File: src/rtl/core/rmwq_pkg.sv
// Shared definitions for the recursive mutex waiter queue.
// Request and result codes and the cell control struct; no dependencies.
`default_nettype none

package rmwq_pkg;

    // Request function codes
    localparam logic [1:0] FN_ACQUIRE = 2'd0;
    localparam logic [1:0] FN_RELEASE = 2'd1;
    localparam logic [1:0] FN_CANCEL  = 2'd2;

    // Result status codes
    localparam logic [3:0] ST_GRANTED  = 4'd0;
    localparam logic [3:0] ST_RAISED   = 4'd1;
    localparam logic [3:0] ST_REFUSED  = 4'd2;
    localparam logic [3:0] ST_QUEUED   = 4'd3;
    localparam logic [3:0] ST_QFULL    = 4'd4;
    localparam logic [3:0] ST_STILL    = 4'd5;
    localparam logic [3:0] ST_FREED    = 4'd6;
    localparam logic [3:0] ST_HANDED   = 4'd7;
    localparam logic [3:0] ST_NOTHELD  = 4'd8;
    localparam logic [3:0] ST_NOTOWNER = 4'd9;
    localparam logic [3:0] ST_DETAIL   = 4'd10;

    // Detail codes for ST_DETAIL
    localparam logic [1:0] DT_CANCELLED = 2'd0;
    localparam logic [1:0] DT_NOTFOUND  = 2'd1;
    localparam logic [1:0] DT_CNTFULL   = 2'd2;

    // Per-cycle control broadcast to every queue cell
    typedef struct packed {
        logic push;    // append key at the first free cell
        logic pop;     // remove the head cell
        logic cancel;  // remove the oldest cell matching key
    } t_cell_ctrl;

endpackage

`default_nettype wire

File: src/rtl/core/rmwq_cell.sv
// One slot of the waiter queue: valid bit and waiter id.
// Shifts from its downstream neighbor on removal; uses rmwq_pkg.
`default_nettype none

module rmwq_cell #(
    parameter int ID_BITS = 8
) (
    input  wire                    i_clk,
    input  wire                    i_rst_n,
    input  rmwq_pkg::t_cell_ctrl   i_ctrl,
    input  wire  [ID_BITS-1:0]     i_key,
    input  wire                    i_prefix,     // removal point is upstream
    input  wire                    i_prev_valid, // upstream cell occupied
    input  wire                    i_next_valid,
    input  wire  [ID_BITS-1:0]     i_next_id,
    output logic                   o_prefix,
    output logic                   o_valid,
    output logic [ID_BITS-1:0]     o_id
);
    import rmwq_pkg::*;

    logic               r_valid;
    logic [ID_BITS-1:0] r_id;
    logic               w_match;
    logic               w_shift;
    logic               w_load;

    // Cancel match, and shift when the removal point is here or upstream
    assign w_match  = i_ctrl.cancel && r_valid && (r_id == i_key);
    assign w_shift  = i_prefix || w_match;
    assign w_load   = i_ctrl.push && !r_valid && i_prev_valid;
    assign o_prefix = w_shift;
    assign o_valid  = r_valid;
    assign o_id     = r_id;

    // Occupancy
    always_ff @(posedge i_clk) begin
        if (!i_rst_n) begin
            r_valid <= 1'b0;
        end else if (w_shift) begin
            r_valid <= i_next_valid;
        end else if (w_load) begin
            r_valid <= 1'b1;
        end
    end

    // Waiter id, no reset
    always_ff @(posedge i_clk) begin
        if (w_shift) begin
            r_id <= i_next_id;
        end else if (w_load) begin
            r_id <= i_key;
        end
    end

endmodule

`default_nettype wire

File: src/rtl/core/recursive_mutex_waiter_queue_unit.sv
// A request accepted at a clock edge moves through the execute cycle and then
// the registered result cycle, which drives the result strobe.
// No new request is taken while busy; busy is high for the execute cycle.
// The execute cycle resolves the lock and updates the row of queue cells.
// Reset (synchronous, active low): lock free, queue empty, recursive mode on.
// Results cannot be stalled; each is shown for one cycle on o_valid.
`default_nettype none

module recursive_mutex_waiter_queue_unit #(
    parameter int QUEUE_DEPTH = 16,
    parameter int ID_BITS     = 8,
    parameter int COUNT_BITS  = 16
) (
    input  wire                 i_clk,
    input  wire                 i_rst_n,
    input  wire                 i_cfg_we,
    input  wire                 i_cfg_wdata,
    input  wire                 start,
    output logic                busy,
    input  wire  [1:0]          i_func,
    input  wire  [ID_BITS-1:0]  i_requester,
    input  wire                 i_blocking,
    output logic                o_valid,
    output logic [3:0]          o_status,
    output logic [1:0]          o_detail,
    output logic [ID_BITS-1:0]  o_new_owner,
    output logic                o_handoff
);
    import rmwq_pkg::*;

    // Configuration and lock state
    logic                  r_rec;
    logic                  r_held,  n_held;
    logic [ID_BITS-1:0]    r_owner, n_owner;
    logic [COUNT_BITS-1:0] r_hold,  n_hold;

    // Captured request
    logic                  r_exec;
    logic [1:0]            r_func;
    logic [ID_BITS-1:0]    r_who;
    logic                  r_blk;

    // Result registers
    logic                  r_valid;
    logic [3:0]            r_status, n_status;
    logic [1:0]            r_detail, n_detail;
    logic [ID_BITS-1:0]    r_nown,   n_nown;
    logic                  r_hand,   n_hand;

    // Cell row
    t_cell_ctrl            w_ctrl;
    logic                  w_push, w_pop;
    logic [QUEUE_DEPTH-1:0] w_valid;
    logic [QUEUE_DEPTH-1:0] w_prefix;
    logic [ID_BITS-1:0]    w_id [QUEUE_DEPTH];
    logic                  w_empty, w_full, w_found;

    assign busy        = r_exec;
    assign o_valid     = r_valid;
    assign o_status    = r_status;
    assign o_detail    = r_detail;
    assign o_new_owner = r_nown;
    assign o_handoff   = r_hand;

    assign w_empty = !w_valid[0];
    assign w_full  = w_valid[QUEUE_DEPTH-1];
    assign w_found = w_prefix[QUEUE_DEPTH-1];

    assign w_ctrl.push   = r_exec && w_push;
    assign w_ctrl.pop    = r_exec && w_pop;
    assign w_ctrl.cancel = r_exec && (r_func == FN_CANCEL);

    // Queue cells, head at index 0
    for (genvar k = 0; k < QUEUE_DEPTH; k++) begin : g_cell
        logic               w_pin;
        logic               w_prev;
        logic               w_nv;
        logic [ID_BITS-1:0] w_nid;
        if (k == 0) begin : g_head
            assign w_pin  = w_ctrl.pop;
            assign w_prev = 1'b1;
        end else begin : g_body
            assign w_pin  = w_prefix[k-1];
            assign w_prev = w_valid[k-1];
        end
        if (k == QUEUE_DEPTH - 1) begin : g_tail
            assign w_nv  = 1'b0;
            assign w_nid = '0;
        end else begin : g_link
            assign w_nv  = w_valid[k+1];
            assign w_nid = w_id[k+1];
        end
        rmwq_cell #(
            .ID_BITS (ID_BITS)
        ) u_cell (
            .i_clk        (i_clk),
            .i_rst_n      (i_rst_n),
            .i_ctrl       (w_ctrl),
            .i_key        (r_who),
            .i_prefix     (w_pin),
            .i_prev_valid (w_prev),
            .i_next_valid (w_nv),
            .i_next_id    (w_nid),
            .o_prefix     (w_prefix[k]),
            .o_valid      (w_valid[k]),
            .o_id         (w_id[k])
        );
    end

    // Request decision
    always_comb begin
        n_held   = r_held;
        n_owner  = r_owner;
        n_hold   = r_hold;
        n_status = ST_DETAIL;
        n_detail = DT_NOTFOUND;
        n_nown   = '0;
        n_hand   = 1'b0;
        w_push   = 1'b0;
        w_pop    = 1'b0;
        case (r_func)
            FN_ACQUIRE: begin
                n_detail = DT_CANCELLED;
                if (!r_held && w_empty) begin
                    n_held   = 1'b1;
                    n_owner  = r_who;
                    n_hold   = COUNT_BITS'(1);
                    n_status = ST_GRANTED;
                    n_nown   = r_who;
                end else if (r_rec && r_held && (r_who == r_owner)) begin
                    if (&r_hold) begin
                        n_status = ST_DETAIL;
                        n_detail = DT_CNTFULL;
                    end else begin
                        n_hold   = r_hold + COUNT_BITS'(1);
                        n_status = ST_RAISED;
                        n_nown   = r_owner;
                    end
                end else if (!r_blk) begin
                    n_status = ST_REFUSED;
                end else if (w_full) begin
                    n_status = ST_QFULL;
                end else begin
                    w_push   = 1'b1;
                    n_status = ST_QUEUED;
                end
            end
            FN_RELEASE: begin
                n_detail = DT_CANCELLED;
                if (!r_held) begin
                    n_status = ST_NOTHELD;
                end else if (r_rec && (r_who != r_owner)) begin
                    n_status = ST_NOTOWNER;
                end else if (r_rec && (r_hold > COUNT_BITS'(1))) begin
                    n_hold   = r_hold - COUNT_BITS'(1);
                    n_status = ST_STILL;
                    n_nown   = r_owner;
                end else if (!w_empty) begin
                    // hand the lock to the oldest waiter
                    n_owner  = w_id[0];
                    n_hold   = COUNT_BITS'(1);
                    w_pop    = 1'b1;
                    n_status = ST_HANDED;
                    n_nown   = w_id[0];
                    n_hand   = 1'b1;
                end else begin
                    n_held   = 1'b0;
                    n_owner  = '0;
                    n_hold   = '0;
                    n_status = ST_FREED;
                end
            end
            FN_CANCEL: begin
                n_detail = w_found ? DT_CANCELLED : DT_NOTFOUND;
            end
            default: begin
                n_detail = DT_NOTFOUND;
            end
        endcase
    end

    // Configuration register
    always_ff @(posedge i_clk) begin
        if (!i_rst_n) begin
            r_rec <= 1'b1;
        end else if (i_cfg_we) begin
            r_rec <= i_cfg_wdata;
        end
    end

    // Control: execute flag, lock state, result strobe
    always_ff @(posedge i_clk) begin
        if (!i_rst_n) begin
            r_exec  <= 1'b0;
            r_valid <= 1'b0;
            r_held  <= 1'b0;
            r_owner <= '0;
            r_hold  <= '0;
        end else begin
            r_exec  <= start && !r_exec;
            r_valid <= r_exec;
            if (r_exec) begin
                r_held  <= n_held;
                r_owner <= n_owner;
                r_hold  <= n_hold;
            end
        end
    end

    // Request capture and result payload
    always_ff @(posedge i_clk) begin
        if (start && !r_exec) begin
            r_func <= i_func;
            r_who  <= i_requester;
            r_blk  <= i_blocking;
        end
        if (r_exec) begin
            r_status <= n_status;
            r_detail <= n_detail;
            r_nown   <= n_nown;
            r_hand   <= n_hand;
        end
    end

endmodule

`default_nettype wire

File: config.mk
export PLATFORM = sky130hd
export DESIGN_NAME = recursive_mutex_waiter_queue_unit
export DESIGN_NICKNAME = d
export VERILOG_FILES = /design/src/rtl/core/rmwq_pkg.sv /design/src/rtl/core/rmwq_cell.sv /design/src/rtl/core/recursive_mutex_waiter_queue_unit.sv
export SDC_FILE = /design/constraint.sdc
export NUM_CORES = 1
export LEC_CHECK = 0
export BUFFER_PORTS_ARGS = -buffer_cell sky130_fd_sc_hd__buf_2
export CAP_MARGIN = 20
export CORE_MARGIN = 2
export CORE_UTILIZATION = 55
export CTS_CLUSTER_SIZE = 20
export DETAILED_ROUTE_END_ITERATION = 16
export PLACE_DENSITY = 0.72
export SYNTH_ARGS = -nofsm -noshare
export SYNTH_HDL_FRONTEND = slang
export SYNTH_SLANG_ARGS = --single-unit
export TNS_END_PERCENT = 100
File: constraint.sdc
create_clock -name i_clk -period 7.4 [get_ports i_clk]
set_clock_uncertainty 0.05 [all_clocks]
set_input_delay 1.48 -clock i_clk [delete_from_list [all_inputs] [get_ports i_clk]]
set_output_delay 1.48 -clock i_clk [all_outputs]
set_load 0.01 [all_outputs]
# After elaboration in Yosys (flattened, before gate mapping)

Cells that the tools add are included.
W data, S select, Z words.

Eq/ne operators: 25
$lt $le $gt $ge: 1
Mux-type cells: 110
Reductions and logical operators: 128
Add/sub/neg operators: 2
Bitwise operators: 1

Operators with widths:

| operator                | count |
|---|---|
| $mux W8                 | 40 |
| $eq A8 B8 Y1            | 17 |
| $mux W16                | 6 |
| $logic_and A1 B1 Y1     | 72 |
| $mux W1                 | 47 |
| $pmux W16 S2            | 1 |
| $pmux W8 S2             | 2 |
| $reduce_bool A2 Y1      | 16 |
| $mux W4                 | 5 |
| $logic_not A1 Y1        | 18 |
| $add A16 B1 Y16 const B | 1 |
| $gt A16 B1 Y1 const B   | 1 |
| $logic_or A1 B1 Y1      | 16 |
| $reduce_and A16 Y1      | 1 |
| $sub A16 B1 Y16 const B | 1 |
| $mux W2                 | 4 |
| $ne A8 B8 Y1            | 1 |
| $pmux W4 S2             | 1 |
| $mux W3                 | 2 |
| $ne A2 B2 Y1 const B    | 3 |
| $ne A3 B3 Y1 const B    | 2 |
| $pmux W2 S3             | 1 |
| $reduce_and A6 Y1       | 1 |
| $reduce_and A5 Y1       | 1 |
| other kinds (7)         | 7 |

Output and inout port bits: 17
Register bits after elaboration: 198
Word-level logic and storage cells: 312
Input bits: 16

# Logic depth before layout (Yosys ltp)

Gate-level depths: netlist (run 1).

Depth after elaboration: 25
Mapped depth: 11
Depth with buffers taken out: 8

# Cells and area by module

From an unflattened synthesis (run 1), not the netlist that was laid out.

Cell total of the unflattened synthesis: 927
Area total of the unflattened synthesis: 11,531.1 µm²

By module, submodules not included:

| module                            | cells an instance | area an instance (µm²) | times used |
|---|---|---|---|
| rmwq_cell                         | 36                | 518.0                  | 16 |
| recursive_mutex_waiter_queue_unit | 351               | 3,243.1                | 1 |

# Least setup slack after synthesis (run 1)

OpenSTA, ideal clock, no wires.

Kind: register to register
From: register r_exec (netlist: busy)
To: register g_cell[9].u_cell.r_id[0], enable pin
Setup time: 375 ps
Data required time: 6,975 ps
Buffers on the path: 3
Arrival: 2,679 ps
Cell stages (with the launch flop): 11
Period minus slack after synthesis: 3,104 ps
Slack: 4,296 ps
Path through: dfxtp_1 > and3b_1 > buf_2 > nand4_1 > nor4_1 > a21oi_4 > and4_1 > buf_2 > nand2b_1 > buf_2 > o21bai_1

Longest elaborated chain between the ends: 14

RTL lines:

| element                                 | RTL line                                 | text |
|---|---|---|
| from (decl)                             | recursive_mutex_waiter_queue_unit.sv:38  | `logic r_exec;` |
| from (signal assigned)                  | recursive_mutex_waiter_queue_unit.sv:200 | `r_exec <= start && !r_exec;` |
| $logic_and A1 B1 Y1                     | recursive_mutex_waiter_queue_unit.sv:71  | `assign w_ctrl.cancel = r_exec && (r_func == FN_CANCEL);` |
| $logic_and A1 B1 Y1 (2 in a row)        | rmwq_cell.sv:29                          | `assign w_match = i_ctrl.cancel && r_valid && (r_id == i_key);` |
| $logic_or A1 B1 Y1 (10 in a row)        | rmwq_cell.sv:30                          | `assign w_shift = i_prefix \|\| w_match;` |
| $reduce_bool A2 Y1 (no source line) (*) | n/a                                      |  |
| to (signal assigned)                    | rmwq_cell.sv:50                          | `r_id <= i_next_id;` |
| to (signal assigned)                    | rmwq_cell.sv:52                          | `r_id <= i_key;` |
| to (decl)                               | rmwq_cell.sv:23                          | `logic [ID_BITS-1:0] r_id;` |

Mark *: on every way between the ends. The rest lies on a longest branch, timed or not.
A chain may end at the register's enable or synchronous reset.

# Worst setup path in the final report (run 1)

From: register r_who[4]
To: register g_cell[11].u_cell.r_id[3], enable pin

Longest elaborated chain between the ends: 19

RTL lines:

| element                                 | RTL line                                 | text |
|---|---|---|
| from (decl)                             | recursive_mutex_waiter_queue_unit.sv:40  | `logic [ID_BITS-1:0] r_who;` |
| from (signal assigned)                  | recursive_mutex_waiter_queue_unit.sv:214 | `r_who <= i_requester;` |
| $ne A8 B8 Y1                            | recursive_mutex_waiter_queue_unit.sv:152 | `end else if (r_rec && (r_who != r_owner)) begin` |
| $logic_and A1 B1 Y1                     | recursive_mutex_waiter_queue_unit.sv:152 |  |
| $mux W1                                 | recursive_mutex_waiter_queue_unit.sv:152 |  |
| $mux W1                                 | recursive_mutex_waiter_queue_unit.sv:150 | `if (!r_held) begin` |
| $mux W1                                 | n/a                                      |  |
| $logic_and A1 B1 Y1                     | recursive_mutex_waiter_queue_unit.sv:70  | `assign w_ctrl.pop = r_exec && w_pop;` |
| $logic_or A1 B1 Y1 (12 in a row)        | rmwq_cell.sv:30                          |  |
| $reduce_bool A2 Y1 (no source line) (*) | n/a                                      |  |
| to (signal assigned)                    | rmwq_cell.sv:50                          |  |
| to (signal assigned)                    | rmwq_cell.sv:52                          |  |
| to (decl)                               | rmwq_cell.sv:23                          |  |

Marks and branches as above.

==> results.tsv, run 1 <==
stage	metric	value	unit
route	first_pass_iters	5	
synth	synth_nets	1013	
cts	postCtsSetupBuffers	0	
global_routing	grt_overflow	0	
route	ant_nets	0	
placed_design	place_congestion	0.842	
final_layout	stdcell_area	0.0121	mm^2
setup_path	slowest_stage	edfxtp_1	
final_layout	fill_cells	1619	
setup_path	cp_data_required_time	7.42	ns
route	routed_wl	25000	um
setup_path	critPathCaptureType	flip-flop	
global_routing	antenna_found_initial	0	
min_path	min_path_type	flip-flop to flip-flop	
route	routedWlPerCell	19.6	um
setup_path	start_kind	flip-flop	
power	leakage	4.05	nW
floorplanning	dieArea	0.0215	mm^2
synth	synth.most_common_cell	edfxtp_1	
cts	cts_hold_buf	0	
timing	max_freq	0.236	GHz
setup_path	path_max_fanout	20	
setup_path	slowest_delay	0.78	ns
floorplanning	core_region_area	0.0201	mm^2
timing	final.setup.tns	0	ns
run_status	status	finished clean	
synth	ys_types	75	
route	vias_per_cell	6.09	
placed_design	post-place-ws	3.20	ns
final_layout	final-seq-area	0.00543	mm^2
power	power.density	194	mW/mm^2
cts	cts_tree	done	
synth	yosys.area.top_type	edfxtp_1	
synth	ys_async_sr_fraction	0	%
global_routing	grtUsageTotal	23.8	%
synth	avgSynthCellArea	11.2	um^2
timing	layout_setup_ws	3.16	ns
synth	ys_ff_latch	198	
final_layout	nNetsFinal	1008	
floorplanning	io_pins	33	
timing	finalHoldViolations	0	
timing	fin_crit	4.24	ns
placed_design	port_buffers	32	
placed_design	placed_area	0.0114	mm^2
cts	cts_root_buf	clkbuf_16	
synth	ys_seq_area_share	48.5	%
route	drt-initial-drc-count	552	
floorplanning	die_x	147	um
setup_path	critPathTopFamily	simple AND/OR/NAND/NOR gates	
cts	cts_buffers	17	
cts	ctsLongestPathBuffers	2	
final_layout	final_core_util	59.9	%
synth	synthCells	994	
floorplanning	std_cell_rows	52	
synth	synth_edf_count	146	
timing	finalCritPeriodShare	57.4	%
power	ir_drop	0.000150	V
cts	htreeDepth	4	
synth	synth.top_cell.area_share	39.2	%
global_routing	grt_pass1_wl	40400	um
synth	syn_area	0.0112	mm^2
synth	synth_common_cells	edfxtp_1 (146), mux2_2 (112), xnor2_1 (96)	
timing	worst_pin_slew	1.06	ns
timing	slew_headroom	29.2	%
global_routing	grt_max_degree	36	
setup_path	path_class	flip-flop to flip-flop	
setup_path	worstPathCellList	buf_4 > xnor2_1 > nand4_1 > nor2_1 > nand3_2 > nand4_2 > or3_1 > o21bai_1	
cts	cts_resized	0	
route	drc_errors	0	
timing	setup_viol	0	
final_layout	synthToLayoutAreaGrowth	7.79	%
route	via_count	7748	
final_layout	multiInputGateArea	0.00530	mm^2
synth	synth_warnings	0	
setup_path	path_buf_inv	1	
cts	clkLatencyLatePin	0.45	ns
global_routing	grt_pass1_vias	7581	
final_layout	drive_above_1_share	23.1	%
placed_design	dp_hpwl	16800	um
final_layout	antenna_cells	0	
timing	slew_viol_final	0	
synth	synth_ff_type	edfxtp_1	
final_layout	fin_cells	1272	
floorplanning	initial_core_util	55.6	%
run	cap_violations	0	
cts	path_clk_slew	0.07	ns
floorplanning	fp.dieH	147	um
placed_design	place_inst	1233	
cts	cts_sinks	198	
synth	synth_area_leaders	edfxtp_1 (39%), mux2_2 (11%), dfxtp_1 (9.3%)	
timing	grt_setup_unrepaired	no	
setup_path	arrival	4.27	ns
-- worst min-delay path: stages, from the launching register on --
cell and delay, ns:
dfxtp_1 0.33, nand2_1 0.06, a21oi_1 0.05
-- worst paths after layout --
path | from | end | slack, ns | cells past startpoint
worst max-delay path | r_who[4] | g_cell[11].u_cell.o_id[3] | 3.16 | 8
worst min-delay path | g_cell[15].u_cell.o_id[4] | g_cell[15].u_cell.o_id[4] | 0.44 | 2
worst max register to register | r_who[4] | g_cell[11].u_cell.o_id[3] | 3.16 | 8
worst min register to register | g_cell[15].u_cell.o_id[4] | g_cell[15].u_cell.o_id[4] | 0.44 | 2
-- metrics by stage --
| step | total power [mW] | hold WS (ns) |
|---|---|---|
| 3_3_place_gp | 1.41 | 0.422 |
| 5_1_grt | 2.41 | 0.467 |
| 4_1_cts | 2.35 | 0.435 |
| 6_report | 2.33 | 0.436 |
| 3_5_place_dp | 1.41 | 0.426 |
| 2_1_floorplan | 1.37 | 0.409 |
-- registers in the layout, summed over array words and instances, names as in the netlist --
register and flops:
r_blk 1, o_handoff 1, r_rec 1, o_status 4
o_new_owner 8, r_owner 8, g_cell.u_cell.o_id 128, o_valid 1
r_who 8, r_func 2, g_cell.u_cell.o_valid 16, r_held 1
o_detail 2, r_hold 16, busy 1
-- cell type report --
class                   instances  area share, %
multi-input cells             698           44.0
inverters                      19          0.592
clock buffers                  17           3.53
repair buffers                 55           2.66
well taps                     270           2.80
flip-flops and latches        198           45.0
clock inverters                15           1.38
-- layer usage --
layer,up-vias,routed length (um),global-route usage (%)
met2,247,11900,39.0
met5,-,0,0
li1,3654,-,-
met1,3799,11200,31.8
met3,48,1230,4.84
met4,0,599,8.30
-- cells by family after synthesis --
logic type | synth area share (%)
buf+inv | 4.17
simple gates | 12.6
xor+xnor | 11.0
fa+ha+maj | 0.336
compound gates | 9.49
mux | 13.9
flops | 48.5
-- cell usage in the layout (no fill, tap or decap), types with 4 or more instances in the layout --
cell / instances
a211oi_1: 6
a21oi_1: 43
a22oi_1: 10
a311oi_1: 4
a31oi_1: 5
and2_1: 12
and4_1: 5
buf_2: 36
buf_4: 16
clkbuf_16: 17
dfxtp_1: 52
edfxtp_1: 146
inv_1: 18
inv_6: 5
mux2_2: 112
mux2_4: 8
mux2i_1: 17
nand2_1: 61
nand2b_1: 4
nand3_1: 25
nand3b_1: 5
nand4_1: 33
nor2_1: 55
nor3_1: 20
nor4_1: 20
o21ai_0: 23
o21bai_1: 6
o221a_2: 5
o221ai_1: 4
o22a_1: 8
or3_1: 5
xnor2_1: 96
xor2_1: 44
-- power by group --
part | switching, mW | leakage (nW) | internal (mW) | total, mW
clock | 0.438 | 0.283 | 0.507 | 0.944
sequential | 0.0167 | 1.75 | 1.20 | 1.22
combinational | 0.0963 | 2.02 | 0.0776 | 0.174
total | 0.551 | 4.05 | 1.78 | 2.33
No activity file was read; power rests on OpenSTA's default activity.
==> run 2, diff against run 1 <==
==> constraint.sdc (replaced) <==
create_clock -name i_clk -period 4.1 [get_ports i_clk]
set_clock_uncertainty 0.05 [all_clocks]
set_input_delay 0.82 -clock i_clk [delete_from_list [all_inputs] [get_ports i_clk]]
set_output_delay 0.82 -clock i_clk [all_outputs]
set_load 0.01 [all_outputs]
==> run 2 against run 1 <==
  * Setup slack got worse by 2.8 ns
  * Design area up 1.1%
  * Utilization up 0.68 points
  * Sequential share of layout area down 0.51 points
  * First-iteration DRC count is 44% higher
  * Critical path depth rose by 1
  * Largest power group unchanged
==> results.tsv, run 2 (synthesized netlist as in run 1, its figures left out) <==
stage	metric	value	unit	change
cts	htreeDepth	4		unchanged
global_routing	grtUsageTotal	24.9	%	+1.1 points
setup_path	critPathCaptureType	flip-flop		
setup_path	cp_data_required_time	4.25	ns	-3.17 ns
cts	clkLatencyLatePin	0.45	ns	about the same
final_layout	layout_commonest_cell	edfxtp_1		
power	combPwrFrac	7.7	%	+0.2 points
route	drt-initial-drc-count	794		+44%
min_path	whs_path_depth	2		unchanged
placed_design	placed_area	0.0116	mm^2	+1.6%
timing	max_freq	0.265	GHz	+12%
power	p_sw	1.01	mW	+84%
power	ir_drop	0.000276	V	+84%
route	vias_per_cell	6.06		-0.54%
cts	cts_tree	done		
timing	slew_headroom	24.5	%	-4.7 points
timing	finalHoldViolations	0		unchanged
setup_path	regToRegStartpoint	r_who[6]		
global_routing	grt_overflow	0		unchanged
placed_design	port_buffers	32		unchanged
floorplanning	die_x	147	um	unchanged
cts	cts_sinks	198		unchanged
global_routing	antenna_found_initial	0		unchanged
setup_path	path_max_fanout	19		-5.0%
timing	fin_crit	3.77	ns	-0.471 ns
power	finalPower	4.18	mW	+79%
power	swShare	24.2	%	+0.64 points
min_path	worstHoldEndpoint	g_cell[15].u_cell.o_id[0]		
timing	grt_setup_unrepaired	no		
setup_path	slowest_delay	0.92	ns	+0.14 ns
route	first_pass_iters	5		unchanged
floorplanning	dieArea	0.0215	mm^2	unchanged
final_layout	synthToLayoutAreaGrowth	9.02	%	
timing	final.setup.tns	0	ns	unchanged
final_layout	nNetsFinal	1026		+1.8%
cts	path_clk_slew	0.07	ns	about the same
setup_path	worstPathCellList	buf_4 > xnor2_1 > nand4_1 > nor2_1 > nand3_2 > nand4_2 > or2_1 > buf_4 > mux2_2		
setup_path	worstRegToRegCells	9		+1
final_layout	antenna_cells	0		unchanged
route	ant_nets	0		unchanged
global_routing	grt_max_degree	36		unchanged
min_path	worstHoldStart	g_cell[15].u_cell.o_id[0]		
final_layout	stdcell_area	0.0122	mm^2	+1.1%
floorplanning	core_region_area	0.0201	mm^2	unchanged
setup_path	r2r-end	g_cell[12].u_cell.o_id[1]		
route	routed_wl	26200	um	+4.7%
power	power.share.clock	39.7	%	-0.8 points
cts	cts_hold_buf	0		unchanged
timing	setup_viol	0		unchanged
run	cap_violations	0		unchanged
final_layout	final_cell_mix	edfxtp_1 (146), mux2_2 (112), xnor2_1 (96)		
setup_path	rrSetupSlack	0.33	ns	-2.83 ns
setup_path	arrival	3.92	ns	-0.35 ns
setup_path	path_class	flip-flop to flip-flop		
route	via_count	7815		+0.86%
setup_path	start_kind	flip-flop		
cts	cts_root_buf	clkbuf_16		
run_status	status	finished clean		
timing	slew_viol_final	0		unchanged
power	leakage	4.14	nW	+2.2%
power	seq_power_share	52.5	%	+0.4 points
cts	cts_resized	0		unchanged
placed_design	dp_hpwl	17400	um	+3.8%
cts	postCtsSetupBuffers	0		unchanged
timing	worst_pin_slew	1.12	ns	+0.0624 ns
route	routedWlPerCell	20.3	um	+3.3%
global_routing	grt_pass1_wl	42000	um	+3.9%
cts	cts_buffers	17		unchanged
floorplanning	initial_core_util	55.6	%	unchanged
final_layout	drive_above_1_share	24.4	%	+1.4 points
power	power.density	343	mW/mm^2	+77%
setup_path	cpMostUsedCell	buf_4		
min_path	min_path_type	flip-flop to flip-flop		
floorplanning	fp.dieH	147	um	unchanged
floorplanning	io_pins	33		unchanged
setup_path	slowest_stage	edfxtp_1		
final_layout	largest_reg_flops	128		unchanged
power	internal-power	3.17	mW	+78%
global_routing	grt_pass1_vias	7622		+0.54%
placed_design	place_congestion	0.879		+4.4%
route	drc_errors	0		unchanged
cts	ctsLongestPathBuffers	2		unchanged
floorplanning	std_cell_rows	52		unchanged
timing	finalCritPeriodShare	92.0	%	+35 points
-- run 2: worst max path at each step --
stage                                     end      from  slack [ns]
floorplan            g_cell[9].u_cell.o_id[0]      busy         1.0
global placement    g_cell[12].u_cell.o_id[1]  r_who[4]        0.52
detailed placement  g_cell[12].u_cell.o_id[1]  r_who[6]        0.46
CTS                 g_cell[12].u_cell.o_id[1]  r_who[6]        0.40
global route         g_cell[1].u_cell.o_id[7]  r_who[6]        0.14
finish              g_cell[12].u_cell.o_id[1]  r_who[6]        0.33
-- run 2: metrics by stage --
stage	setup slack, ns	hold WS (ns)	cells	utilization, %
after floorplan	0.996	0.409	994	-
after global placement	0.522	0.425	1255	57.7
after detailed placement	0.461	0.427	1255	57.7
after CTS	0.403	0.437	1287	60.5
after global routing	0.138	0.453	1290	60.6
final	0.327	0.434	1290	60.6
-- run 2: metal layers --
layer	track usage, %	up-vias	wire length (um)
met3	5.28	41	1650
met4	8.45	0	565
met2	38.8	308	12100
li1	-	3690	-
met1	34.8	3776	11800
met5	0	-	0
-- run 2: layout make-up --
class,instances,area [um^2]
fill,1581,7920
sequential,198,5430
multi-input combinational,698,5300
timing repair buffer,73,478
clock buffer,18,429
tap,270,338
clock inverter,14,143
inverter,19,71.3
-- run 2: worst max-delay path, delay by kind of cell, from the launching register on --
family        cells  cell delay (ns)
simple gates      5             1.57
flops             1             0.92
buf+inv           2             0.50
mux               1             0.34
xor+xnor          1             0.13
-- run 2: power by group through the flow --
stage / combinational [mW] / sequential [mW] / clock [mW]
4_1_cts: 0.322 / 2.20 / 1.68
2_1_floorplan: 0.251 / 2.22 / 0
5_1_grt: 0.351 / 2.20 / 1.76
3_5_place_dp: 0.317 / 2.24 / 0
6_report: 0.324 / 2.20 / 1.66
3_3_place_gp: 0.315 / 2.24 / 0
